[config.mk]
export PLATFORM = sky130hd
export DESIGN_NAME = dcr_div
export DESIGN_NICKNAME = d
export VERILOG_FILES = /design/src/hdl/dcr_pkg.sv /design/src/hdl/dcr_div.sv
export SDC_FILE = /design/constraint.sdc
export NUM_CORES = 1
export LEC_CHECK = 0
export ABC_CLOCK_PERIOD_IN_PS = 3300
export BUFFER_PORTS_ARGS = -buffer_cell sky130_fd_sc_hd__clkbuf_2
export CELL_PAD_IN_SITES_DETAIL_PLACEMENT = 1
export CELL_PAD_IN_SITES_GLOBAL_PLACEMENT = 2
export CORE_ASPECT_RATIO = 1.4
export CORE_UTILIZATION = 34
export CTS_CLUSTER_SIZE = 12
export DETAILED_ROUTE_END_ITERATION = 10
export GPL_TIMING_DRIVEN = 1
export PLACE_DENSITY = 0.88
export RECOVER_POWER = 25
export REMOVE_ABC_BUFFERS = 1
export SETUP_SLACK_MARGIN = 0.2
export SYNTH_ARGS = -nofsm -noshare
export SYNTH_HDL_FRONTEND = slang
export SYNTH_SLANG_ARGS = --single-unit
[constraint.sdc]
create_clock -name clk -period 3.3 [get_ports clk]
set_input_delay 0.33 -clock clk [delete_from_list [all_inputs] [get_ports clk]]
set_output_delay 0.33 -clock clk [all_outputs]
set_load 0.05 [all_outputs]
[src/hdl/dcr_pkg.sv]
// shared constants, codes and types for the depth to color registration block
// no dependencies
package dcr_pkg;

    localparam int DEPTH_WIDTH_DEF  = 512;
    localparam int DEPTH_PIXELS_DEF = 217088;
    localparam int OUT_WIDTH_DEF    = 960;
    localparam int OUT_PIXELS_DEF   = 518400;

    localparam int ZW     = 16;   // depth sample width
    localparam int NUM_W  = 35;   // signed numerator of the column divide
    localparam int IDX_W  = 38;   // signed output index during patch placement
    localparam int Q_SHIFT = 6;   // column fraction bits

    localparam logic [ZW-1:0] Z_FAR          = 16'hFFFF;
    localparam logic [15:0]   SPECKLE_THR_RST = 16'd101;

    localparam logic [1:0] OP_CLEAR = 2'd0;
    localparam logic [1:0] OP_LOAD  = 2'd1;
    localparam logic [1:0] OP_PIXEL = 2'd2;
    localparam logic [1:0] OP_READ  = 2'd3;

    localparam logic [2:0] OC_SPLAT   = 3'd0;
    localparam logic [2:0] OC_BAD_IDX = 3'd1;
    localparam logic [2:0] OC_ZERO    = 3'd2;
    localparam logic [2:0] OC_SPECKLE = 3'd3;
    localparam logic [2:0] OC_NO_LINE = 3'd4;

    localparam logic [1:0] REG_MIRROR  = 2'd0;
    localparam logic [1:0] REG_SPECKLE = 2'd1;
    localparam logic [1:0] REG_SCALE   = 2'd2;

    typedef struct packed {
        logic busy;
        logic done;
    } div_sts_t;

endpackage

[src/hdl/dcr_div.sv]
// serial restoring divider, one quotient bit per cycle
// uses dcr_pkg for widths and the status struct
module dcr_div (
    input  logic                     clk,
    input  logic                     rst_n,
    input  logic                     start,
    input  logic [dcr_pkg::NUM_W-1:0] dividend,
    input  logic [dcr_pkg::ZW-1:0]    divisor,
    output logic [dcr_pkg::NUM_W-1:0] quotient,
    output dcr_pkg::div_sts_t         sts
);

    localparam int CW = $clog2(dcr_pkg::NUM_W + 1);

    logic [dcr_pkg::NUM_W-1:0] dq_reg, dq_next;
    logic [dcr_pkg::ZW-1:0]    rem_reg, rem_next;
    logic [dcr_pkg::ZW-1:0]    dvs_reg;
    logic [CW-1:0]             cnt_reg;
    logic                      busy_reg, done_reg;
    logic [dcr_pkg::ZW:0]      trial;
    logic [dcr_pkg::ZW:0]      diff;

    always_comb
    begin
        trial = {rem_reg, dq_reg[dcr_pkg::NUM_W-1]};
        diff  = trial - {1'b0, dvs_reg};
        if (!diff[dcr_pkg::ZW])
        begin
            rem_next = diff[dcr_pkg::ZW-1:0];
            dq_next  = {dq_reg[dcr_pkg::NUM_W-2:0], 1'b1};
        end
        else
        begin
            rem_next = trial[dcr_pkg::ZW-1:0];
            dq_next  = {dq_reg[dcr_pkg::NUM_W-2:0], 1'b0};
        end
    end

    always_ff @(posedge clk or negedge rst_n)
    begin
        if (!rst_n)
        begin
            busy_reg <= 1'b0;
            done_reg <= 1'b0;
            cnt_reg  <= '0;
        end
        else
        begin
            done_reg <= 1'b0;
            if (start)
            begin
                busy_reg <= 1'b1;
                cnt_reg  <= CW'(dcr_pkg::NUM_W);
            end
            else if (busy_reg)
            begin
                cnt_reg <= cnt_reg - 1'b1;
                if (cnt_reg == CW'(1))
                begin
                    busy_reg <= 1'b0;
                    done_reg <= 1'b1;
                end
            end
        end
    end

    always_ff @(posedge clk)
    begin
        if (start)
        begin
            dq_reg  <= dividend;
            rem_reg <= '0;
            dvs_reg <= divisor;
        end
        else if (busy_reg)
        begin
            dq_reg  <= dq_next;
            rem_reg <= rem_next;
        end
    end

    assign quotient = dq_reg;
    assign sts      = '{busy: busy_reg, done: done_reg};

endmodule

======== Yosys cells after proc, flatten, opt, wreduce, memory -nomap -nowiden ========
Cells that the tools add are included.
Widths: inputs -> output; s select.
word-level totals
  register bits ........................... 75
  output and inout port bits .............. 37
  word-level logic and storage cells ...... 22
cells by class
  add/subtract/negate cells ............... 2
  equal/unequal tests ..................... 1
  muxes and demuxes ....................... 12
  reduce and logical (&&, ||, !) cells .... 1
operator list
  cell                 count
  $mux 35              2
  $sub 17x16->17       1
  $mux 16              1
  $mux 6               2
  $mux 1               7
  $eq 6x1->1 const B   1
  $sub 6x1->6 const B  1
  $reduce_bool 2->1    1

======== Longest topological paths before layout ========
Gate-level depths: netlist (run 1).
  depth in word-level cells ............... 4
  depth in mapped cells ................... 11

======== Worst setup path after synthesis (run 1) ========
OpenSTA, ideal clock, no wires.
  path kind ............................... reg-to-reg
  start ................................... register dq_reg (netlist bit quotient[34])
  end ..................................... register rem_reg[1] (netlist name)
  arrival ................................. 2.714 ns
  data required time ...................... 3.183 ns
  path slack .............................. 0.469 ns
  cell stages (with the launch flop) ...... 12
  buffers on the path ..................... 1
  clock period less this slack ............ 2.831 ns
  cell sequence ........................... edfxtp_1 -> inv_1 -> ha_1 -> fa_1 -> nand2b_1 -> a21oi_1 -> o21ai_1 -> a21oi_2 -> xor2_1 -> buf_2 -> nand2_1 -> a32o_1
between the ends
  longest elaborated chain between the ends .. 2
RTL lines
  what                    RTL line       text
  from (decl)             dcr_div.sv:15  logic [dcr_pkg::NUM_W-1:0] dq_reg, dq_next;
  from (signal assigned)  dcr_div.sv:71  dq_reg <= dividend;
  from (signal assigned)  dcr_div.sv:77  dq_reg <= dq_next;
  $sub 17x16->17          dcr_div.sv:26  diff = trial - {1'b0, dvs_reg};
  $mux 16                 dcr_div.sv:27  if (!diff[dcr_pkg::ZW])
  to (signal assigned)    dcr_div.sv:78  rem_reg <= rem_next;
  to (decl)               dcr_div.sv:16  logic [dcr_pkg::ZW-1:0] rem_reg, rem_next;
Every way passes these cells.
A chain may end at the register's enable or synchronous reset.

======== Worst setup path in the final report (run 1) ========
  start ................................... register dq_reg (netlist bit quotient[34])
  end ..................................... register rem_reg[5] (netlist name)
Same word-level chain as after synthesis.

==> results of run 1 <==
## synth_stat cells, drive strengths merged, types with 2 or more instances
master,instances,share of area [%]
xnor2,10,2.4
nand2,35,3.4
nor3b,2,0.38
edfxtp,51,39
nand3,6,0.77
nor4,3,0.48
a31o,2,0.45
buf,6,0.90
mux2,34,9.8
o31ai,3,0.58
nand2b,8,1.3
a32o,3,0.77
a21oi,14,1.9
nor2,26,2.5
inv,24,2.3
dfxtp,16,8.2
nor3,4,0.51
clkbuf,9,0.86
dfrtp,8,5.1
a22oi,2,0.38
a311oi,8,1.8
o21ai,17,2.3
a211oi,4,0.90
xor2,4,0.90
nand3b,2,0.38
o21a,3,0.58
or3,4,0.64
ha,18,5.8
nand4,3,0.48
a21o,2,0.38
## path summary, 6_finish.rpt
check                      cells past startpoint     endpoint
max reg2reg                                   10   rem_reg[5]
min reg2reg                                    2  rem_reg[13]
max                                           10   rem_reg[5]
max in group asynchronous                      2     busy_reg
min in group asynchronous                      2   cnt_reg[3]
min                                            1   dvs_reg[4]
## critical path: cells and delay by family (launching register included)
family | cells | cell delay (ps)
XOR/XNOR | 1 | 310
flip-flops | 1 | 350
AND/OR/NAND/NOR | 2 | 670
adder cells (fa/ha/maj) | 2 | 610
buffers and inverters | 1 | 70
AO/OA/AOI/OAI | 4 | 710
## cell families after synthesis
family	after synthesis	share of synthesized area, %
buf+inv	39	4.06
xor+xnor	14	3.33
fa+ha+maj	19	6.27
compound gates	66	11.6
simple gates	100	12.3
flops	75	52.5
mux	35	10.0
## layer usage
layer	up-vias	global-route usage (%)
li1	1452	-
met2	82	29.9
met5	-	0
met1	1439	19.2
met4	0	7.42
met3	15	4.49
## per-stage QoR
step / worst slack [ps] / cells / instance area (um^2) / total power [mW]
detailed placement: 469 / 572 / 4510 / 1.64
finish: 457 / 589 / 4840 / 2.69
global placement: 567 / 572 / 4510 / 1.62
CTS: 444 / 589 / 4850 / 2.73
floorplan: 250 / 333 / 3840 / 1.49
global route: 182 / 589 / 4840 / 2.80
## power breakdown
part	switching, mW	internal (mW)
Combinational	0.320	0.163
Clock	0.388	0.683
Sequential	0.0449	1.09
Total	0.753	1.94
## area by class of cell
class	instances	area, um^2	share of cell area (%)
Multi-Input combinational cell	234	1700	35.1
Sequential cell	75	2050	42.4
Clock inverter	6	88.8	1.83
Timing Repair Buffer	96	493	10.2
Inverter	24	90.1	1.86
Clock buffer	10	239	4.94
Tap cell	144	180	3.72
## what timing repair did
item                                   4_1_cts  5_1_grt
endpoints found under the hold margin        8        0
buffers inserted                             0        0
setup endpoints to repair                    0        0
hold buffers                                 1        0
==> run metrics, run 1 <==
status finished, violations left; failing checks max-capacitance violations, max-slew violations; area growth from synthesis to layout 23.8%; die height between 100 and 150 um; worst path cell trace inv_1 -> ha_1 -> fa_1 -> nand2b_1 -> a21oi_1 -> o21ai_1 -> a21oi_2 -> xnor2_2 -> or3_1 -> a311oi_1; worst-path cell with the longest stage delay or3_1; clock skew 5.21 ps; CP Max Fanout 19; Worst Setup End Kind flip-flop; Final HPWL DP roughly 6.8 mm; RSZ-0062 raised after global routing no; Slew Viols, Final 72; Final ANT Viol Nets 0; most common cell after layout, fill and taps aside clkbuf_2; Final setup viols 0; worst hold path type input pin to flip-flop; setup TNS 0 ps; CP peak stage delay between 400 and 500 ps; Post-synth EDFFs 51; Netlist cell types 53; Syn Inst Count about 350; largest net degree at the start of global routing between 70 and 80; detailed-route DRC error count 0; Final Hold Fails 0; Period minus WS final 2840 ps; utilization after layout 42.9%; 1st-iter DRT viols 88; CTS Root Cell clkbuf_16; post-synthesis sequential area ratio a little over half; CP Launch Point quotient[34]; H-tree Lvls 3; Worst Max-Slew Pin Slew between 1500 and 2000 ps; total CTS buffers 9; maximum vdd drop about 0.42 mV; Layout fillers ~1,300; ys flop type edfxtp_1; Initial Utilization 34.7%; row cnt 46; DIE AREA around 12,000 um^2; Hold WS 171 ps; kind of critical path flip-flop to flip-flop; YS warnings 0; Worst Setup Start Kind flip-flop; flops & latches, synth 75; drt pass-1 iters 5; Via Count 2,988; layout net count ~510; clk_lat worst skew 330 ps; Tcrit/Tclk final 86.1%; CTS clk-pin slew, worst paths ~60 ps; routed length on met1 3.76 mm; GRT Util Overall 17.0%; CTS tree built; pwr dens 556 nW/um^2; drt total wl 9.37 mm; reg2reg setup slack ~460 ps; min-delay src divisor[4]; vias per cell 5.07; most frequent cells in the layout 89 x clkbuf_2, 51 x edfxtp_1, 35 x nand2_1, 34 x mux2_2, 26 x nor2_1; die width 92.6 um; # diodes 0; first-pass GRT wire length 15.8 mm; # port buffers 90; met2 wire len 4.87 mm; synthesized area 3910 um^2; Mean Syn Cell Area 11.2 um^2; initial antenna violation count 0; vias in the first global route 3,301; relative max-transition margin -14.9%; max reg flops 35; CP required between 3000 and 4000 ps; leakage power 2.07 nW; RR Startpoint quotient[34]; post-CTS sizing 0; Core Area 11,300 um^2; CTS sink count 75; Remaining Overflow, GRT 0; ys async rst share a little over a tenth; Avg WL per Cell 15.9 um; clk buf depth 2; CP Data Arrival Time 3060 ps; fmax about 350 MHz; uppermost routed layer met4; Boundary Pins between 90 and 100; wire length on met3 around 500 um; RD Place Congestion 0.764; layout cells sized above 1 33.5%; Max-Cap Viols 1
No activity file was read; power rests on OpenSTA's default activity.
==> inputs of run 2 (changes only) <==
- CORE_ASPECT_RATIO: 1.4 -> 0.5
==> run 2 against run 1 <==
Effect of this change: critical path type unchanged; combinational power rose by 0.8%; clock power fell by 5%; wire length fell by 0.36%; critical path depth rose by 1; die area rose by 0.17%; largest power group unchanged; sequential power barely moved; the run still ends with max-capacitance violations, max-slew violations left; clock-buffer cell count rose by 1; final cell count rose by 0.85%; highest routed layer unchanged.
==> run metrics, run 2 (synthesis gave the netlist of run 1 again) <==
die height around 78 um; min-delay src divisor[3]; CP peak stage delay 400 ps; vias in the first global route 3,127; status finished, violations left; leakage power 2.08 nW; # diodes 0; area of the multi-input gates about 1700 um^2; CTS sink count 75; # port buffers 90; CP required 3530 ps; layout net count approximately 520; Remaining Overflow, GRT 0; row cnt 27; vias per cell 5.04; Worst Setup End Kind flip-flop; Period minus WS final 2720 ps; Tot Pwr 2.64 mW; H-tree Lvls 3; relative max-transition margin -29.8%; CP Data Arrival Time around 3000 ps; first-pass GRT wire length 15.6 mm; failing checks max-capacitance violations, max-slew violations; area post-placement between 4000 and 5000 um^2; Slew Viols, Final 39; pwr dens 545 nW/um^2; Worst Max-Slew Pin Slew about 2000 ps; cts hold-fix bufs 1; drt total wl 9.33 mm; Worst Setup Start Kind flip-flop; CP Max Fanout 8; GRT Util Overall between 10% and 20%; CTS tree built; worst hold path type input pin to flip-flop; Final Hold Fails 0; detailed-route DRC error count 0; kind of critical path flip-flop to flip-flop; Tcrit/Tclk final 82.3%; DIE AREA 12,000 um^2; drt pass-1 iters 4; Layout fillers 1,241; maximum vdd drop 0.332 mV; CP Launch Point quotient[34]; Max-Cap Viols 1; RR Startpoint quotient[34]; Core Area 11,100 um^2; largest net degree at the start of global routing 39; total CTS buffers 9; Via Count 2,994; Final setup viols 0; Initial Utilization 35.3%; RD Place Congestion between 0.7 and 0.8; Final ANT Viol Nets 0; Design Area, Final 4850 um^2; clk buf depth 2; setup bufs post-CTS 0; CTS Root Cell clkbuf_16; worst path cell trace inv_1 -> ha_1 -> fa_1 -> nand2b_1 -> a21oi_1 -> o21ai_1 -> a21oi_2 -> xnor2_2 -> buf_4 -> or3_1 -> a311oi_1; utilization after layout 43.8%; setup TNS 0 ps; CTS clk-pin slew, worst paths ~60 ps; max reg flops 35; Reg area ~2000 um^2; most frequent cells in the layout 88 x clkbuf_2, 51 x edfxtp_1, 35 x nand2_1, 34 x mux2_2, 26 x nor2_1; post-CTS sizing 0; Final HPWL DP 6.88 mm; CP bufs+invs 2; clock skew 9.15 ps; Avg WL per Cell 15.7 um; initial antenna violation count 0; Boundary Pins 91; 1st-iter DRT viols approximately 160; fmax 368 MHz; clk_lat worst skew 330 ps; most common cell after layout, fill and taps aside clkbuf_2; die width approximately 150 um; Worst path top cell family by delay compound AO/OA/AOI/OAI gates; layout cells sized above 1 33.9%; RSZ-0062 raised after global routing no; worst-path cell with the longest stage delay fa_1; area growth from synthesis to layout 24.1%
run 2: changes by cell type in the layout (fill, tap and decap cells not counted), sizes merged:
cell,before,now
buf,4,7
clkbuf,101,103
bufinv,2,1
clkinv,3,2
inv,24,25
run 2: worst paths after layout:
| check | end | slack [ps] | depth (start not counted) |
|---|---|---|---|
| max in group asynchronous | busy_reg | 2540 | 2 |
| max reg2reg | rem_reg[5] | 580 | 11 |
| min in group asynchronous | cnt_reg[4] | 450 | 2 |
| min reg2reg | rem_reg[12] | 480 | 2 |
| min | dvs_reg[3] | 180 | 1 |
| max | rem_reg[5] | 580 | 11 |
run 2: layout make-up:
cell class                 count  share of cell area (%)
sequential                    75                    42.3
multi-input combinational    234                    35.0
timing repair buffer         100                    10.7
clock buffer                  11                    5.21
tap                          145                    3.74
inverter                      24                    1.86
clock inverter                 5                    1.24
run 2: power breakdown:
| group | switching, mW | internal [mW] | total (mW) |
|---|---|---|---|
| Combinational | 0.324 | 0.164 | 0.487 |
| Sequential | 0.0418 | 1.09 | 1.13 |
| Clock | 0.393 | 0.630 | 1.02 |
| Total | 0.759 | 1.88 | 2.64 |
run 2: metal layers:
metal / global-route usage, % / share of wire (%) / vias up
li1: - / - / 1462
met1: 20.8 / 47 / 1467
met2: 27.8 / 47 / 60
met3: 4.69 / 4.7 / 5
met4: 5.30 / 0.78 / 0
met5: 0 / 0 / -
run 2: through the flow:
| step | hold WS, ps | setup slack [ps] | cells |
|---|---|---|---|
| 2_1_floorplan | 34.4 | 250 | 333 |
| 3_3_place_gp | 188 | 735 | 577 |
| 3_5_place_dp | 190 | 623 | 577 |
| 4_1_cts | 166 | 584 | 594 |
| 5_1_grt | 161 | 404 | 594 |
| 6_report | 177 | 585 | 594 |
run 2: worst register-to-register path: cells and delay by family, from the launching register on:
family	cells	cell delay [ps]
compound gates	4	760
flops	1	350
buf+inv	2	230
simple gates	2	570
xor+xnor	1	100
fa+ha+maj	2	620
==> inputs of run 3 (changes only) <==
- ABC_CLOCK_PERIOD_IN_PS: 3300 -> 2600
- clock period: 3.3 -> 2.6 ns (I/O delays scaled with it)
==> run 3 against run 2 <==
Effect of this change: the flow still finishes with violations (max-capacitance violations, max-slew violations); die area unchanged; power increased by 31%; non-clock buffer count up 8; fmax is 12% higher; worst setup slack got worse by 410 ps; global-route usage is 1.2 points higher; critical path depth did not move; register-to-register slack worse by 410 ps; via count rose by 2.3%; cell area grew 3.1%; sequential share of layout area is 1.3 points lower; critical path type unchanged; critical endpoint is now rem_reg[14]; largest cell class unchanged.
==> run metrics, run 3 (synthesis gave the netlist of run 1 again) <==
status finished, violations left; failing checks max-capacitance violations, max-slew violations; Period minus WS final between 2000 and 2500 ps; area growth from synthesis to layout 27.9%; kind of critical path flip-flop to flip-flop; NetSw 0.971 mW; Final HPWL DP 7.13 mm; detailed-route DRC error count 0; worst hold path type input pin to flip-flop; CTS clk-pin slew, worst paths 60 ps; Sw Share 28.1%; most frequent cells in the layout 88 x clkbuf_2, 51 x edfxtp_1, 35 x nand2_1, 34 x mux2_2, 26 x nor2_1; vias in the first global route ~3,200; setup ws final 179 ps; area post-placement 4570 um^2; largest net degree at the start of global routing 36; total CTS buffers 9; initial antenna violation count 0; Max-Cap Viols 1; Avg WL per Cell 16.4 um; DIE AREA approximately 12,000 um^2; Internal 2.48 mW; clock skew 5.64 ps; first-pass GRT wire length 16.4 mm; Tcrit/Tclk final 93.1%; worst-path cell with the longest stage delay edfxtp_1; utilization after layout a little under half; RD Place Congestion roughly 0.8; Slew Viols, Final 32; clk_lat worst skew 340 ps; pre-CTS setup slack around 10 ps; H-tree Lvls 3; row cnt 27; CP Max Fanout 8; vias per cell just over 5; Initial Utilization 35.3%; layout net count 525; Clk pwr share 39.3%; worst path cell trace inv_2 -> ha_2 -> fa_2 -> nand2b_4 -> a21oi_2 -> o21ai_2 -> a21oi_2 -> xor2_1 -> buf_4 -> nand4_1 -> a32o_1; combinational share of power 19.0%; Worst Max-Slew Pin Slew 1660 ps; clk buf depth 2; CP peak stage delay 370 ps; GR Util met2 between 20% and 30%; sequential power share a little over two fifths; Worst path most repeated cell a21oi_2; Hold WS 97.9 ps; drt total wl 9.90 mm; Remaining Overflow, GRT 0; Worst Setup End Kind flip-flop; GRT Util Overall about 18%; most common cell after layout, fill and taps aside clkbuf_2; Via Count around 3,100; Final ANT Viol Nets 0; CP required about 2800 ps; pwr dens 690 nW/um^2; Worst Setup Start Kind flip-flop; die height 77.8 um; # port buffers 90; drt pass-1 iters 4; layout cells sized above 1 38.1%; 1st-iter DRT viols 151; Tot Pwr 3.45 mW; leakage power 2.13 nW; CP Data Arrival Time 2650 ps; Boundary Pins 91; relative max-transition margin -10.5%; # diodes 0; CTS Root Cell clkbuf_16; die width 154 um; Core Area 11,100 um^2; RSZ-0062 raised after global routing yes; CTS sink count 75; fmax 413 MHz; Design Area, Final about 5000 um^2; maximum vdd drop 0.561 mV; Final Hold Fails 0; CTS tree built; met1 Usage GRT 22.7%; max reg flops 35; Final setup viols 0; Most Used Layer, Global Route met2; met3 Use GR 4.75%
-- run 3: cell count changes in the layout (fill, tap and decap cells not counted), moves of 3 or more --
cell / delta
ha_1: -3
a21oi_2: +3
a311oi_2: +3
o21ai_0: -3
ha_2: +3
a21oi_1: -3
buf_4: +7
a311oi_1: -3
clkbuf_1: +3
-- run 3: per-layer routing --
layer  vias up  share of wire [%]
li1       1482                  -
met1      1502                 48
met2        66                 46
met3        14                4.8
met4         0                1.1
met5         -                  0
-- run 3: area by class of cell --
class / count / area, um^2
sequential: 75 / 2050
fill: 1241 / 6080
inverter: 24 / 90.1
multi-input combinational: 234 / 1780
clock inverter: 4 / 73.8
timing repair buffer: 108 / 574
tap: 145 / 181
clock buffer: 12 / 246
-- run 3: final timing paths --
kind                                   start          end  slack (ps)  depth (start not counted)
worst min register to register   rem_reg[13]  rem_reg[13]         500                          2
worst max-delay path            quotient[34]  rem_reg[14]         180                         11
min in group asynchronous              rst_n   cnt_reg[5]         410                          2
max in group asynchronous              rst_n   cnt_reg[1]        1850                          2
worst min-delay path             divisor[14]  dvs_reg[14]         100                          1
worst max register to register  quotient[34]  rem_reg[14]         180                         11
-- run 3: stage by stage --
stage,setup TNS (ps),std cells
6_report,0,602
5_1_grt,0,602
4_1_cts,0,600
3_5_place_dp,0,581
3_3_place_gp,0,581
2_1_floorplan,-4760,333
-- run 3: power by group through the flow --
stage                     Sequential [mW]  Clock [mW]  Combinational [mW]
final                                1.44        1.35               0.655
after global routing                 1.45        1.42               0.707
after CTS                            1.44        1.38               0.648
after detailed placement             1.46           0               0.626
after global placement               1.46           0               0.618
after floorplan                      1.67           0               0.226
-- run 3: critical path: cells and delay by family, from the launching register on --
family          cells  cell delay, ps
compound gates      4             680
fa+ha+maj           2             520
flops               1             370
simple gates        2             270
buf+inv             2             250
xor+xnor            1             220
-- run 3: repair_timing --
item,in CTS,in global routing
setup buffers,2,2
hold buffers,1,0
pin swaps,7,11
endpoints found under the hold margin,8,0
resized for setup,11,12
endpoints found under the setup margin,15,13
